File: src/sv/lz_window_decompressor_macros.svh
// Assertion helpers shared by the decoder modules.
`ifndef LZ_WINDOW_DECOMPRESSOR_MACROS_SVH
`define LZ_WINDOW_DECOMPRESSOR_MACROS_SVH

// Plain implication checked on every rising clock edge outside reset.
`define LZD_ASSERT_IMPL(label, clk, rst, cond, expr, msg) \
   label: assert property (@(posedge clk) disable iff (rst) (cond) |-> (expr)) \
      else $error(msg);

// Condition in one cycle implies a condition in the next.
`define LZD_ASSERT_NEXT(label, clk, rst, cond, expr, msg) \
   label: assert property (@(posedge clk) disable iff (rst) (cond) |=> (expr)) \
      else $error(msg);

`endif

File: src/sv/lzd_pkg.sv
package lzd_pkg;

   localparam int WINDOW_DEPTH_DEF     = 4096;
   localparam int BYTES_PER_RESULT_DEF = 8;
   localparam int COUNT_WIDTH_DEF      = 32;
   localparam int EXP_WIDTH            = 31;
   localparam int BYTE_WIDTH           = 8;
   localparam int OFFSET_WIDTH         = 12;
   localparam int LEN_WIDTH            = 9;

   localparam logic [7:0] SHORT_TOKEN_MIN = 8'h60;
   localparam logic [3:0] LEN_CODE_LONG   = 4'd5;

   typedef enum logic [2:0] {
      PH_FLAG,
      PH_ITEM,
      PH_OFFLO,
      PH_SUPER,
      PH_DONE
   } phase_type;

   typedef enum logic [1:0] {
      ST_PARSE,
      ST_READ,
      ST_COPY,
      ST_OUT
   } ctrl_state_type;

   // Controller to datapath.
   typedef struct packed {
      logic clear;       // start of stream: clear counters
      logic lit;         // store the literal byte and stage a result
      logic copy_start;  // load copy offset and length
      logic copy_step;   // move one byte of a copy
      logic stage_copy;  // close a group of copy bytes into the output slot
      logic stage_end;   // stage the end-of-stream result
      logic out_last;    // staged result is the last for the input byte
   } dp_cmd_type;

   // Datapath to controller.
   typedef struct packed {
      logic copy_done;   // copy length exhausted
      logic group_full;  // current group holds a full set of bytes
      logic out_full;    // output slot is occupied
   } dp_status_type;

endpackage

File: src/sv/lzd_ctrl.sv
`include "lz_window_decompressor_macros.svh"

module lzd_ctrl import lzd_pkg::*; (
   input  logic                    clock,
   input  logic                    reset,
   input  logic                    req_valid,
   output logic                    req_ready,
   input  logic [BYTE_WIDTH-1:0]   req_in_byte,
   input  logic                    req_first_byte,
   output dp_cmd_type              cmd,
   input  dp_status_type           status,
   output logic [OFFSET_WIDTH-1:0] copy_offset,
   output logic [LEN_WIDTH-1:0]    copy_len
);

   ctrl_state_type state_ff, state_in;
   phase_type      phase_ff, phase_in;
   logic [7:0]     tags_ff, tags_in;
   logic [3:0]     left_ff, left_in;
   logic [7:0]     tok_ff, tok_in;
   logic [OFFSET_WIDTH-1:0] poff_ff, poff_in;

   logic       accept;
   phase_type  ph;
   logic [7:0] tags_cur;
   logic [3:0] left_cur;
   logic [OFFSET_WIDTH-1:0] off_lo;
   logic [3:0] code;
   logic       start_copy;
   logic       do_lit;
   logic       do_end;
   logic       item_done;

   assign accept   = req_valid && req_ready;
   assign ph       = req_first_byte ? PH_FLAG : phase_ff;
   assign tags_cur = req_first_byte ? 8'd0 : tags_ff;
   assign left_cur = req_first_byte ? 4'd0 : left_ff;
   assign off_lo   = {tok_ff[3:0], req_in_byte};
   assign code     = tok_ff[7:4];

   // Decode of the accepted byte.
   always_comb begin
      phase_in    = phase_ff;
      tags_in     = tags_ff;
      left_in     = left_ff;
      tok_in      = req_first_byte ? 8'd0 : tok_ff;
      poff_in     = req_first_byte ? '0 : poff_ff;
      start_copy  = 1'b0;
      do_lit      = 1'b0;
      do_end      = 1'b0;
      item_done   = 1'b0;
      copy_offset = off_lo;
      copy_len    = LEN_WIDTH'(code) + LEN_WIDTH'(3);
      case (ph)
         PH_FLAG: begin
            tags_in  = req_in_byte;
            left_in  = 4'd8;
            phase_in = PH_ITEM;
         end
         PH_ITEM: begin
            tags_in = tags_cur;
            left_in = left_cur;
            if (!tags_cur[0]) begin
               do_lit    = 1'b1;
               item_done = 1'b1;
            end else if (req_in_byte >= SHORT_TOKEN_MIN) begin
               start_copy  = 1'b1;
               item_done   = 1'b1;
               copy_offset = OFFSET_WIDTH'(9'h100 - {1'b0, req_in_byte});
               copy_len    = LEN_WIDTH'(2);
            end else begin
               tok_in   = req_in_byte;
               phase_in = PH_OFFLO;
            end
         end
         PH_OFFLO: begin
            if (off_lo == '0) begin
               do_end   = 1'b1;
               phase_in = PH_DONE;
            end else if (code != LEN_CODE_LONG) begin
               start_copy = 1'b1;
               item_done  = 1'b1;
            end else begin
               poff_in  = off_lo;
               phase_in = PH_SUPER;
            end
         end
         PH_SUPER: begin
            start_copy  = 1'b1;
            item_done   = 1'b1;
            copy_offset = poff_ff;
            copy_len    = LEN_WIDTH'(8) + LEN_WIDTH'(req_in_byte);
         end
         default: begin
            phase_in = PH_DONE;
         end
      endcase
      if (item_done) begin
         tags_in  = {1'b0, tags_cur[7:1]};
         left_in  = (left_cur != 4'd0) ? left_cur - 4'd1 : 4'd0;
         phase_in = (left_in != 4'd0) ? PH_ITEM : PH_FLAG;
      end
   end

   // Next state.
   always_comb begin
      state_in = state_ff;
      case (state_ff)
         ST_PARSE: begin
            if (accept && start_copy) begin
               state_in = ST_READ;
            end
         end
         ST_READ: begin
            state_in = ST_COPY;
         end
         ST_COPY: begin
            if (status.copy_done || status.group_full) begin
               state_in = ST_OUT;
            end
         end
         ST_OUT: begin
            if (!status.out_full) begin
               state_in = status.copy_done ? ST_PARSE : ST_COPY;
            end
         end
         default: begin
            state_in = ST_PARSE;
         end
      endcase
   end

   // Outputs.
   always_comb begin
      cmd       = '0;
      req_ready = 1'b0;
      case (state_ff)
         ST_PARSE: begin
            req_ready      = !status.out_full;
            cmd.clear      = accept && req_first_byte;
            cmd.lit        = accept && do_lit;
            cmd.stage_end  = accept && do_end;
            cmd.copy_start = accept && start_copy;
            cmd.out_last   = 1'b1;
         end
         ST_COPY: begin
            cmd.copy_step = !status.copy_done && !status.group_full;
         end
         ST_OUT: begin
            cmd.stage_copy = !status.out_full;
            cmd.out_last   = status.copy_done;
         end
         default: begin
            cmd = '0;
         end
      endcase
   end

   always_ff @(posedge clock) begin
      if (reset) begin
         state_ff <= ST_PARSE;
         phase_ff <= PH_FLAG;
         tags_ff  <= '0;
         left_ff  <= '0;
         tok_ff   <= '0;
         poff_ff  <= '0;
      end else begin
         state_ff <= state_in;
         if (accept) begin
            phase_ff <= phase_in;
            tags_ff  <= tags_in;
            left_ff  <= left_in;
            tok_ff   <= tok_in;
            poff_ff  <= poff_in;
         end
      end
   end

   `LZD_ASSERT_IMPL(a_ready_parse, clock, reset,
      req_ready, state_ff == ST_PARSE, "input taken while a copy runs")
   `LZD_ASSERT_NEXT(a_copy_enter, clock, reset,
      accept && start_copy, state_ff == ST_READ, "copy did not start")
   `LZD_ASSERT_IMPL(a_one_cmd, clock, reset,
      1'b1, $countones({cmd.lit, cmd.stage_copy, cmd.stage_end}) <= 1,
      "two results staged at once")

endmodule

File: config.mk
export PLATFORM = sky130hd
export DESIGN_NAME = lzd_ctrl
export DESIGN_NICKNAME = d
export VERILOG_FILES = /design/src/sv/lzd_pkg.sv /design/src/sv/lzd_ctrl.sv
export VERILOG_INCLUDE_DIRS = /design/src /design/src/sv
export SDC_FILE = /design/constraint.sdc
export NUM_CORES = 1
export LEC_CHECK = 0
export ABC_CLOCK_PERIOD_IN_PS = 2150
export BUFFER_PORTS_ARGS = -buffer_cell sky130_fd_sc_hd__buf_4
export CORE_MARGIN = 8
export CORE_UTILIZATION = 40
export DETAILED_ROUTE_END_ITERATION = 12
export PLACE_DENSITY_LB_ADDON = 0.25
export SLEW_MARGIN = 20
export SYNTH_ARGS = -nofsm -noshare
export SYNTH_HDL_FRONTEND = slang
export SYNTH_SLANG_ARGS = --single-unit
File: constraint.sdc
create_clock -name clock -period 2.15 [get_ports clock]
set_input_delay 0.215 -clock clock [delete_from_list [all_inputs] [get_ports clock]]
set_output_delay 0.215 -clock clock [all_outputs]
set_load 0.02 [all_outputs]
Yosys cells after proc, flatten, opt, wreduce, memory -nomap -nowiden. Index checks and enable logic that the tools add are counted. Widths: inputs -> output; s select.

Bits in registers: 37. Input bits: 15. Output and inout port bits: 29. Logic and storage cells: 95.

Add/sub/neg operators: 4. Order comparisons: 1. Equal/unequal tests: 14. Mux-type cells: 51. Reduce and logical (&&, ||, !) cells: 19.

Operator list (count): $mux 12 (6); $mux 8 (6); $pmux 12 s2 (1); $mux 3 (7); $pmux 9 s2 (1); $pmux 8 s2 (1); $mux 1 (14); $logic_not 12->1 (1); $mux 4 (3); $pmux 3 s4 (1); $mux 5 (2); $sub 9x8->10 const A (1); $add 4x8->9 const A (1); $ge 8x7->1 const B (1); $mux 2 (4); $ne 2x2->1 const B (4); $pmux 2 s4 (1); $pmux 4 s2 (1); $reduce_bool 4->1 (2); $eq 3x2->1 const B (2); $logic_and 1x1->1 (6); $ne 3x3->1 const B (2); $pmux 1 s3 (2); $add 4x2->5 const B (1); other kinds (15) (18).

Longest topological paths before layout. Gate-level depths: netlist (run 1).

Depth in word-level cells: 7. Mapped depth: 10. Gate-level depth less buffers: 7.

Least setup slack after synthesis (run 1). Ideal clock, no wire load.

Kind: register -> register. Start point: register state_ff[0]. End point: register poff_ff[10]. Setup time: 0.134 ns. Arrival time: 1.967 ns. Required time: 2.016 ns. Path slack: 0.049 ns. Stages on the path, launching flop included: 11. Path buffers: 3. Period minus slack after synthesis: 2.101 ns. Cells stage by stage: dfxtp_1 -> inv_1 -> ha_1 -> buf_4 -> nor2b_1 -> and2_1 -> clkbuf_1 -> nand2_1 -> clkbuf_1 -> nand3_1 -> a21oi_1.

Cells in the longest elaborated chain, start to end: 3.

RTL lines: start: declaration (RTL line lzd_ctrl.sv:16) `ctrl_state_type state_ff, state_in;`; start signal: assignment (RTL line lzd_ctrl.sv:168) `state_ff <= state_in;`; $logic_not 2->1 (RTL line lzd_ctrl.sv:137) `case (state_ff)`; $mux 1 (RTL line lzd_ctrl.sv:137); net req_ready (RTL line lzd_ctrl.sv:7) `output logic req_ready,`; $logic_and 1x1->1 (RTL line lzd_ctrl.sv:34) `assign accept = req_valid && req_ready;`; end signal: assignment (RTL line lzd_ctrl.sv:174) `poff_ff <= poff_in;`; end: declaration (RTL line lzd_ctrl.sv:21) `logic [OFFSET_WIDTH-1:0] poff_ff, poff_in;`.

The timed path passes the listed nets, and every way through them passes these cells. A chain may end at the register's enable or synchronous reset.

Worst setup path in the final report (run 1).
Start point: register phase_ff[2]. End point: output copy_offset[6].

Cells in the longest elaborated chain, start to end: 3. Elaborated cells on any way between the ends: 4. Those cells by class: eq/ne (2); mux (2).

RTL lines: start: declaration (RTL line lzd_ctrl.sv:17) `phase_type phase_ff, phase_in;`; start signal: assignment (RTL line lzd_ctrl.sv:170) `phase_ff <= phase_in;`; $mux 3 * (RTL line lzd_ctrl.sv:35) `assign ph = req_first_byte ? PH_FLAG : phase_ff;`; $eq 3x2->1 or $eq 3x1->1 (tied branches) (RTL line lzd_ctrl.sv:54) `case (ph)`; $pmux 12 s2 * (RTL line lzd_ctrl.sv:54); end: declaration (RTL line lzd_ctrl.sv:12) `output logic [OFFSET_WIDTH-1:0] copy_offset,`.

Mark *: on every way between the ends. The rest lies on a longest branch, timed or not.

==> results.cfg, run 1 <==
[run_status]
status = finished, final reports clean

[critical_path]
cp_common_cell = buf_4
timing.rr.start = state_ff[0]$_SDFFE_PP0P_
critPathBufInv = 3
cp_max_fo = 8
worstSetupStartpoint = phase_ff[2]$_SDFFE_PP0P_
endpoint = copy_offset[6]
path_depth = 7
worstPathArrival_ns = 1.86
critPathTopFamily = simple AND/OR/NAND/NOR gates
critical-path-max-stage-delay_ns = 0.41
rrSetupSlack_ns = 0.10
crit_chain = or3b_4 > buf_4 > nor2_2 > buf_4 > a22oi_1 > o21ai_0 > buf_4
reg2regPathDepth = 7
crit_path_start_kind = flip-flop
worst_path_max_delay_cell = or3b_4
r2r-end = state_ff[0]$_SDFFE_PP0P_
path_class = reg -> out
crit_required_ns = 1.93
cp-end-kind = output pin

[power_and_ir_drop]
clock_power_share = 0.333
p_switching_mw = 0.4337
pwr-share-comb = 0.186
p_int_mw = 1.035
ir_drop_mv = 0.3956
p_per_area_nw_per_um2 = 463.6
p_leak_nw = 1.230
seqPwrFrac = 0.481
switching_share = 0.2953

[synthesis]
ys_seq_area_frac = 0.2963
synthAdderAreaFrac = 0.04004
postSynthCellCount = 320
synth_xor_xnor_area_share = 0.01752
synth.largest_area_cell = dfxtp_1
avgSynthCellArea_sq_um = 7.812
synthSimpleGateAreaFrac = 0.2878
synth_top_area_frac = 0.2963
synth-async-reset-ratio = 0
synth.area.top_cells = dfxtp_1 (30%), a21oi_1 (6.0%), nand2_1 (5.9%), a22o_1 (4.9%), nand3_1 (4.8%)
synth_compound_area_frac = 0.2743
synth.mux.area_fraction = 0.01602
yosys_warnings = 0
syn_area_sq_um = 2500
yosys_most_used_dff = dfxtp_1
synth-edff-count = 0
synth.distinct_cells = 62
synthTopCellsByCount = nand2_1 (39), dfxtp_1 (37), a21oi_1 (30), nand3_1 (24), nor2_1 (22)
ys_seq_elements = 37
post-synth-top-count-cell = nand2_1
syn_nets = 343
synth_top_family_by_area = simple AND/OR/NAND/NOR gates

[placed_design]
portBuffers = 43
placedInstanceArea_sq_um = 3017
gp_congestion = 0.8431
dp_hpwl_mm = 5.602

[timing]
clock_skew_ns = 0.005669
rsz0062_at_grt = yes
period_minus_slack_ns = 2.075
drv_slew = 0
setup_viol = 0
max_freq_mhz = 481.9
tightestPinTransition_ns = 0.3893
finalCritPeriodShare = 0.9652
report.final.hold_viol_count = 0
max_slew_margin = 0.7338
hold_ws_ns = 0.2011

[flow_run]
maxCapViolations = 0

[cts]
cts_root_buffer = clkbuf_8
path_clk_slew_ns = 0.08
cts.sinks = 37
insertion_delay_ns = 0.29
cts_buffer_depth = 2
postCtsHoldBufs = 0
cts_tree = yes
cts_max_level = 2
cts-buffers-inserted = 5

[floorplan]
ioPinCount = 44
num_rows = 29
core_sq_um = 6205
fp.dieW_microns = 95.06
dieArea_sq_um = 9035
die_h_microns = 95.06
initial_core_util = 0.4029

[drt]
via_per_inst = 5.723
routed-via-count = 2587
detail_route.wl_per_cell_microns = 16.92
ant_nets = 0
first_iter_violations = 203
drcViolationCount = 0
first_pass_iters = 5
drt_wl_total_mm = 7.647

[global_route]
antenna_found_initial = 0
grt_max_degree = 37
grt_pass1_wl_mm = 12.44
overflow = 0
grt_pass1_vias = 2515
track_usage = 0.1717

[layout]
post-route-cell-area_sq_um = 3168
fillCellCount = 605
areaGrowthSynthToFinish_pct = 26.73
nets = 397
drive_gt1_frac = 0.2880
diodes = 0

[min_path]
hold_path.class = in -> reg
min_from = req_in_byte[0]
## tightest hold or removal path, delay by kind of cell
kind / cells / cell delay, ns
compound gates: 1 / 0.05
buf+inv: 1 / 0.13
simple gates: 1 / 0.05
## sequential cells by signal (all words and copies together) (netlist names)
signal    count
tok_ff        8
poff_ff      12
state_ff      2
phase_ff      3
tags_ff       8
left_ff       4
## metrics by stage
stage | TNS, ns | setup slack (ns) | power, mW | instances | util
2_1_floorplan | 0 | 0.04886 | 0.8870 | 320 | -
4_1_cts | 0 | 0.01573 | 1.473 | 450 | 0.5015
5_1_grt | -0.07705 | -0.03762 | 1.531 | 452 | 0.5106
3_3_place_gp | 0 | 0.1641 | 0.9858 | 442 | 0.4862
6_report | 0 | 0.07489 | 1.469 | 452 | 0.5106
3_5_place_dp | 0 | 0.1118 | 0.9861 | 442 | 0.4862
## kinds of logic (layout without fill, tap and decap cells)
| group | count (synthesis) | in the layout |
|---|---|---|
| and+or+nand+nor | 132 | 132 |
| xor gates and xnor gates | 5 | 5 |
| AOI/OAI and AO/OA | 95 | 95 |
| adders and majority gates | 8 | 8 |
| muxes | 4 | 4 |
| buffers and inverters | 39 | 94 |
| DFF | 37 | 37 |
## layout make-up
type,instances,area [sq um],share of cell area
flip-flops and latches,37,748.2,0.2362
inverters,14,52.55,0.01659
well taps,77,96.34,0.03041
multi-input cells,244,1632,0.5150
clock inverters,3,17.52,0.005529
repair buffers,72,553.0,0.1746
clock buffers,5,68.82,0.02172
## power groups by stage
stage | Sequential [mW] | Clock (mW) | Combinational, mW
2_1_floorplan | 0.719 | 0 | 0.168
3_3_place_gp | 0.724 | 0 | 0.262
3_5_place_dp | 0.724 | 0 | 0.262
4_1_cts | 0.708 | 0.499 | 0.266
5_1_grt | 0.708 | 0.527 | 0.295
6_report | 0.706 | 0.489 | 0.274
## routing by layer
metal / part of all wire / wire length [microns] / vias to the layer above / GRT usage
met2: 0.49 / 3745 / 70 / 0.2845
met3: 0.058 / 445 / 4 / 0.03701
met5: 0 / 0 / - / 0
met1: 0.45 / 3414 / 1225 / 0.2212
met4: 0.0054 / 41 / 0 / 0.04291
li1: - / - / 1288 / -
## cell usage in the layout (no fill, tap or decap), drive strengths merged, types with 5 or more instances in the layout
cell	netlist	routed
buf	11	72
ha	8	8
clkbuf	14	5
dfxtp	37	37
a32o	6	6
a21oi	30	30
nor2	23	23
inv	14	14
nand3	24	24
nor3	11	11
a31oi	7	7
nand2	40	40
a22o	14	14
or3	5	5
o21ai	12	12
## how the worst min path moves through the flow
stage / endpoint / slack [ns] / cells past startpoint
2_1_floorplan: tok_ff[1]$_SDFFE_PP0P_ / 0.35 / 2
3_3_place_gp: poff_ff[10]$_SDFFE_PP0P_ / 0.45 / 2
3_5_place_dp: tags_ff[7]$_SDFFE_PP0P_ / 0.46 / 1
4_1_cts: poff_ff[0]$_SDFFE_PP0P_ / 0.20 / 3
5_1_grt: poff_ff[1]$_SDFFE_PP0P_ / 0.22 / 3
6_report: poff_ff[0]$_SDFFE_PP0P_ / 0.20 / 3
## repair_timing
action | 4_1_cts | 5_1_grt
setup endpoints to repair | 11 | 14
gates resized for setup | 5 | 11
setup buffers | 0 | 2
Power figures use the tool's default switching activity.
==> inputs of run 2 (changes only) <==
Settings changed: RECOVER_POWER from default to 25.
==> results.cfg, run 2 (synthesis results as in run 1) <==
[run_status]
status = finished, final reports clean

[critical_path]
path_class = reg -> out
r2r-end = state_ff[0]$_SDFFE_PP0P_
reg2regPathDepth = 7
worstSetupStartpoint = phase_ff[2]$_SDFFE_PP0P_
crit_path_start_kind = flip-flop
cp-end-kind = output pin
crit_required_ns = 1.93
worstPathArrival_ns = 1.87
timing.rr.start = state_ff[0]$_SDFFE_PP0P_
rrSetupSlack_ns = 0.11
cp_max_fo = 8

[cts]
path_clk_slew_ns = 0.08
insertion_delay_ns = 0.29
cts_tree = yes
cts_max_level = 2
cts-buffers-inserted = 5
cts_buffer_depth = 2
cts.sinks = 37
cts_root_buffer = clkbuf_8

[power_and_ir_drop]
p_per_area_nw_per_um2 = 465.2
power_mw = 1.464
p_leak_nw = 1.209
ir_drop_mv = 0.3989

[timing]
drv_slew = 0
max_slew_margin = 0.7322
finalCritPeriodShare = 0.9697
hold_ws_ns = 0.2022
setup_viol = 0
clock_skew_ns = 0.007054
finalSetupTns_ns = 0
rsz0062_at_grt = yes
fin_ws_ns = 0.06512
report.final.hold_viol_count = 0
max_freq_mhz = 479.6
period_minus_slack_ns = 2.085
tightestPinTransition_ns = 0.3916

[global_route]
antenna_found_initial = 0
overflow = 0
track_usage = 0.1717
grt_max_degree = 37
grt_pass1_vias = 2515
grt_pass1_wl_mm = 12.44

[drt]
drcViolationCount = 0
via_per_inst = 5.704
detail_route.wl_per_cell_microns = 16.87
first_iter_violations = 208
first_pass_iters = 4
drt_wl_total_mm = 7.626
ant_nets = 0
routed-via-count = 2578

[layout]
final_common_cell = buf_4
top_regs = poff_ff: 12 flops, tags_ff: 8 flops, tok_ff: 8 flops
regMostFlops = poff_ff
largest_register_ffs = 12
diodes = 0
areaGrowthSynthToFinish_pct = 25.88
drive_gt1_frac = 0.2720
nets = 397
final_cell_mix = buf_4 (66), nand2_1 (39), dfxtp_1 (35)
fin_util = 0.5072

[placed_design]
portBuffers = 43
pre_cts_ws_ns = 0.1118
dp_hpwl_mm = 5.602
gp_congestion = 0.8431

[floorplan]
dieArea_sq_um = 9035
core_sq_um = 6205
fp.dieW_microns = 95.06
initial_core_util = 0.4029
num_rows = 29
die_h_microns = 95.06
ioPinCount = 44

[min_path]
hold_path_end = poff_ff[0]$_SDFFE_PP0P_
hold_depth = 3
hold_path.class = in -> reg
min_from = req_in_byte[0]

[flow_run]
maxCapViolations = 0
==> run 2: what timing repair did <==
item,CTS,global route
endpoints found under the setup margin,11,14
gates resized for setup,5,11
hold endpoints to repair,0,0
setup buffers,0,2
hold buffers,0,0
==> run 2: how the worst max path moves through the flow <==
stage / end / slack, ns
floorplan: poff_ff[10]$_SDFFE_PP0P_ / 0.05
global placement: state_ff[0]$_SDFFE_PP0P_ / 0.16
detailed placement: state_ff[0]$_SDFFE_PP0P_ / 0.11
CTS: cmd[6] / 0.02
global route: copy_len[1] / -0.04
finish: copy_offset[6] / 0.07
==> run 2: area by class of cell <==
| class | instances | area (sq um) |
|---|---|---|
| clock buffer | 5 | 68.82 |
| clock inverter | 3 | 17.52 |
| fill | 606 | 3058 |
| inverter | 14 | 52.55 |
| multi-input combinational | 244 | 1629 |
| sequential | 37 | 748.2 |
| tap | 77 | 96.34 |
| timing repair buffer | 72 | 534.3 |
==> run 2: where the power goes <==
part           total (mW)  switching [mW]  internal (mW)
Combinational       0.272           0.158          0.114
Sequential          0.706         0.00998          0.696
Clock               0.485           0.261          0.224
Total                1.46           0.430           1.03
==> run 2: per-layer routing <==
metal,vias up,GRT usage,wire length [microns],share of wire
met3,8,0.03701,386,0.051
met5,-,0,0,0
met1,1223,0.2212,3482,0.46
li1,1286,-,-,-
met4,0,0.04291,65,0.0085
met2,61,0.2845,3692,0.48
==> run 2: metrics by stage <==
step	std cells	cell area, sq um
finish	452	3147
global route	452	3147
CTS	450	3112
detailed placement	442	3017
global placement	442	3017
floorplan	320	2500
==> run 2: critical path: stages (launching register included) <==
cell and delay [ns]:
dfxtp_4 0.37, or3b_4 0.41, buf_4 0.16, nor2_2 0.11
buf_4 0.18, a22oi_1 0.07, o21ai_0 0.10, buf_4 0.18
==> inputs of run 3 (changes only) <==
Settings changed: ABC_AREA from default to 1.
==> results.cfg, run 3 <==
[run_status]
status = finished, final reports clean

[flow_run]
maxCapViolations = 0

[global_route]
overflow = 0
track_usage = 0.1607
grt_pass1_wl_mm = 11.63
grt_max_degree = 30
grt_pass1_vias = 2520
antenna_found_initial = 0

[placed_design]
gp_congestion = 0.8750
portBuffers = 43
dp_hpwl_mm = 5.232
dpl.cell_count = 508

[critical_path]
crit_path_start_kind = flip-flop
worst_path_max_delay_cell = dfxtp_1
r2r-end = tags_ff[7]$_SDFFE_PP0P_
path_class = reg -> out
critical-path-max-stage-delay_ns = 0.34
cp_max_fo = 11
timing.rr.start = tok_ff[5]$_SDFFE_PP0P_
reg2regPathDepth = 12
rrSetupSlack_ns = 0.22
worstSetupStartpoint = phase_ff[2]$_SDFFE_PP0P_
worstPathArrival_ns = 1.82
cp-end-kind = output pin
crit_chain = inv_1 > nand3_4 > nor2_4 > nand2_1 > inv_1 > o21ai_0 > o211ai_1 > buf_4
cp_common_cell = inv_1
crit_required_ns = 1.93

[synthesis]
postSynthCellCount = 395
yosys_most_used_dff = dfxtp_1
synth_xor_xnor_area_share = 0.007157
post-synth-top-count-cell = nand2_1
synth.distinct_cells = 32
synthSimpleGateAreaFrac = 0.3374
ys_seq_elements = 37
synth-edff-count = 0
synth-async-reset-ratio = 0
syn_nets = 418
ys_seq_area_frac = 0.3027
syn_area_sq_um = 2447
synth_top_family_by_area = simple AND/OR/NAND/NOR gates
synth_top_area_frac = 0.3027
synthAdderAreaFrac = 0.04090
synth_compound_area_frac = 0.2040
synth.area.top_cells = dfxtp_1 (30%), nand2_1 (17%), inv_1 (7.4%), nor2_1 (6.7%), a21oi_1 (6.1%)
yosys_warnings = 0
avgSynthCellArea_sq_um = 6.196
synth.mux.area_fraction = 0
synthTopCellsByCount = nand2_1 (108), inv_1 (48), nor2_1 (44), dfxtp_1 (37), a21oi_1 (30)
synth.largest_area_cell = dfxtp_1

[layout]
diodes = 0
fillCellCount = 630
nets = 463
areaGrowthSynthToFinish_pct = 21.47
regArea_sq_um = 742.0
drive_gt1_frac = 0.1655
largest_register_ffs = 12
top_regs = poff_ff: 12 flops, tags_ff: 8 flops, tok_ff: 8 flops
fin_cells = 516
multi_input_area_sq_um = 1448
regMostFlops = poff_ff
fin_util = 0.5021
final_common_cell = nand2_1
final_cell_mix = nand2_1 (108), inv_1 (48), buf_4 (46)

[floorplan]
fp.dieW_microns = 94.22
dieArea_sq_um = 8877
core_sq_um = 5921
ioPinCount = 44
die_h_microns = 94.22
num_rows = 28
initial_core_util = 0.4134

[drt]
drt_wl_total_mm = 6.968
dr_wl_met2_mm = 3.134
ant_nets = 0
detail_route.wl_per_cell_microns = 13.50
first_iter_violations = 244
drt-met1-wl_mm = 3.257
top_layer = met4
via_per_inst = 5.194
first_pass_iters = 5
routed-via-count = 2680
drcViolationCount = 0
met3_length_microns = 500

[power_and_ir_drop]
p_leak_nw = 1.288
p_per_area_nw_per_um2 = 646.6
ir_drop_mv = 0.3775

[cts]
cts_max_level = 2
cts.sinks = 37
cts_tree = yes
path_clk_slew_ns = 0.08
cts-buffers-inserted = 5
cts_root_buffer = clkbuf_8
insertion_delay_ns = 0.30
cts_buffer_depth = 2
postCtsHoldBufs = 0

[timing]
finalCritPeriodShare = 0.9459
clock_skew_ns = 0.006657
period_minus_slack_ns = 2.034
setup_viol = 0
max_slew_margin = 0.7429
drv_slew = 0
max_freq_mhz = 491.7
tightestPinTransition_ns = 0.3853
rsz0062_at_grt = no
finalSetupTns_ns = 0
report.final.hold_viol_count = 0

[min_path]
hold_path.class = in -> reg
min_from = req_in_byte[7]
hold_path_end = poff_ff[7]$_SDFFE_PP0P_
hold_depth = 3
[run 3: metal layers]
layer  vias up  track usage
met5         -            0
met3         9      0.04796
li1       1378            -
met4         0      0.03831
met2        85       0.2561
met1      1208       0.2058
[run 3: critical path: cells and delay by family (launching register included)]
| family | cells | cell delay [ns] |
|---|---|---|
| buf+inv | 3 | 0.46 |
| simple gates | 3 | 0.52 |
| flops | 1 | 0.34 |
| compound gates | 2 | 0.21 |
[run 3: stage by stage]
step	hold slack, ns	worst slack, ns	total power, mW	instance area [sq um]
detailed placement	0.4527	0.2043	1.298	2859
finish	0.1959	0.1162	1.922	2973
CTS	0.1927	0.06909	1.941	2980
global placement	0.4484	0.2166	1.294	2859
global route	0.2012	0.004045	2.036	2973
floorplan	0.3633	0.04238	1.128	2447
[run 3: worst max path at each step]
stage               cells after the start  slack (ns)                      end
CTS                                    10        0.07                   cmd[4]
global route                            8       0.004              copy_len[7]
finish                                  8        0.12           copy_offset[7]
global placement                        8        0.22           copy_offset[2]
floorplan                              12        0.04  poff_ff[0]$_SDFFE_PP0P_
detailed placement                     13        0.20  tags_ff[7]$_SDFFE_PP0P_
[run 3: timing repair]
item / CTS / global route
hold endpoints to repair: 0 / 0
gates resized for setup: 1 / 5
setup buffers: 0 / 0
setup endpoints to repair: 4 / 7
pin swaps: 0 / 0
[run 3: cells by family after synthesis]
group,count (synthesis)
and+or+nand+nor,193
xor gates and xnor gates,2
buffers and inverters,67
AOI/OAI and AO/OA,88
adders and majority gates,8
DFF,37
[run 3: layout make-up]
| class | instances | area share |
|---|---|---|
| clock buffer | 6 | 0.02778 |
| clock inverter | 2 | 0.01263 |
| inverter | 55 | 0.07029 |
| multi-input combinational | 291 | 0.4870 |
| sequential | 37 | 0.2496 |
| tap | 75 | 0.03157 |
| timing repair buffer | 50 | 0.1212 |
[run 3: where the power goes]
group | switching [mW] | total (mW) | internal (mW)
Combinational | 0.335 | 0.507 | 0.172
Sequential | 0.0391 | 0.766 | 0.726
Clock | 0.272 | 0.650 | 0.377
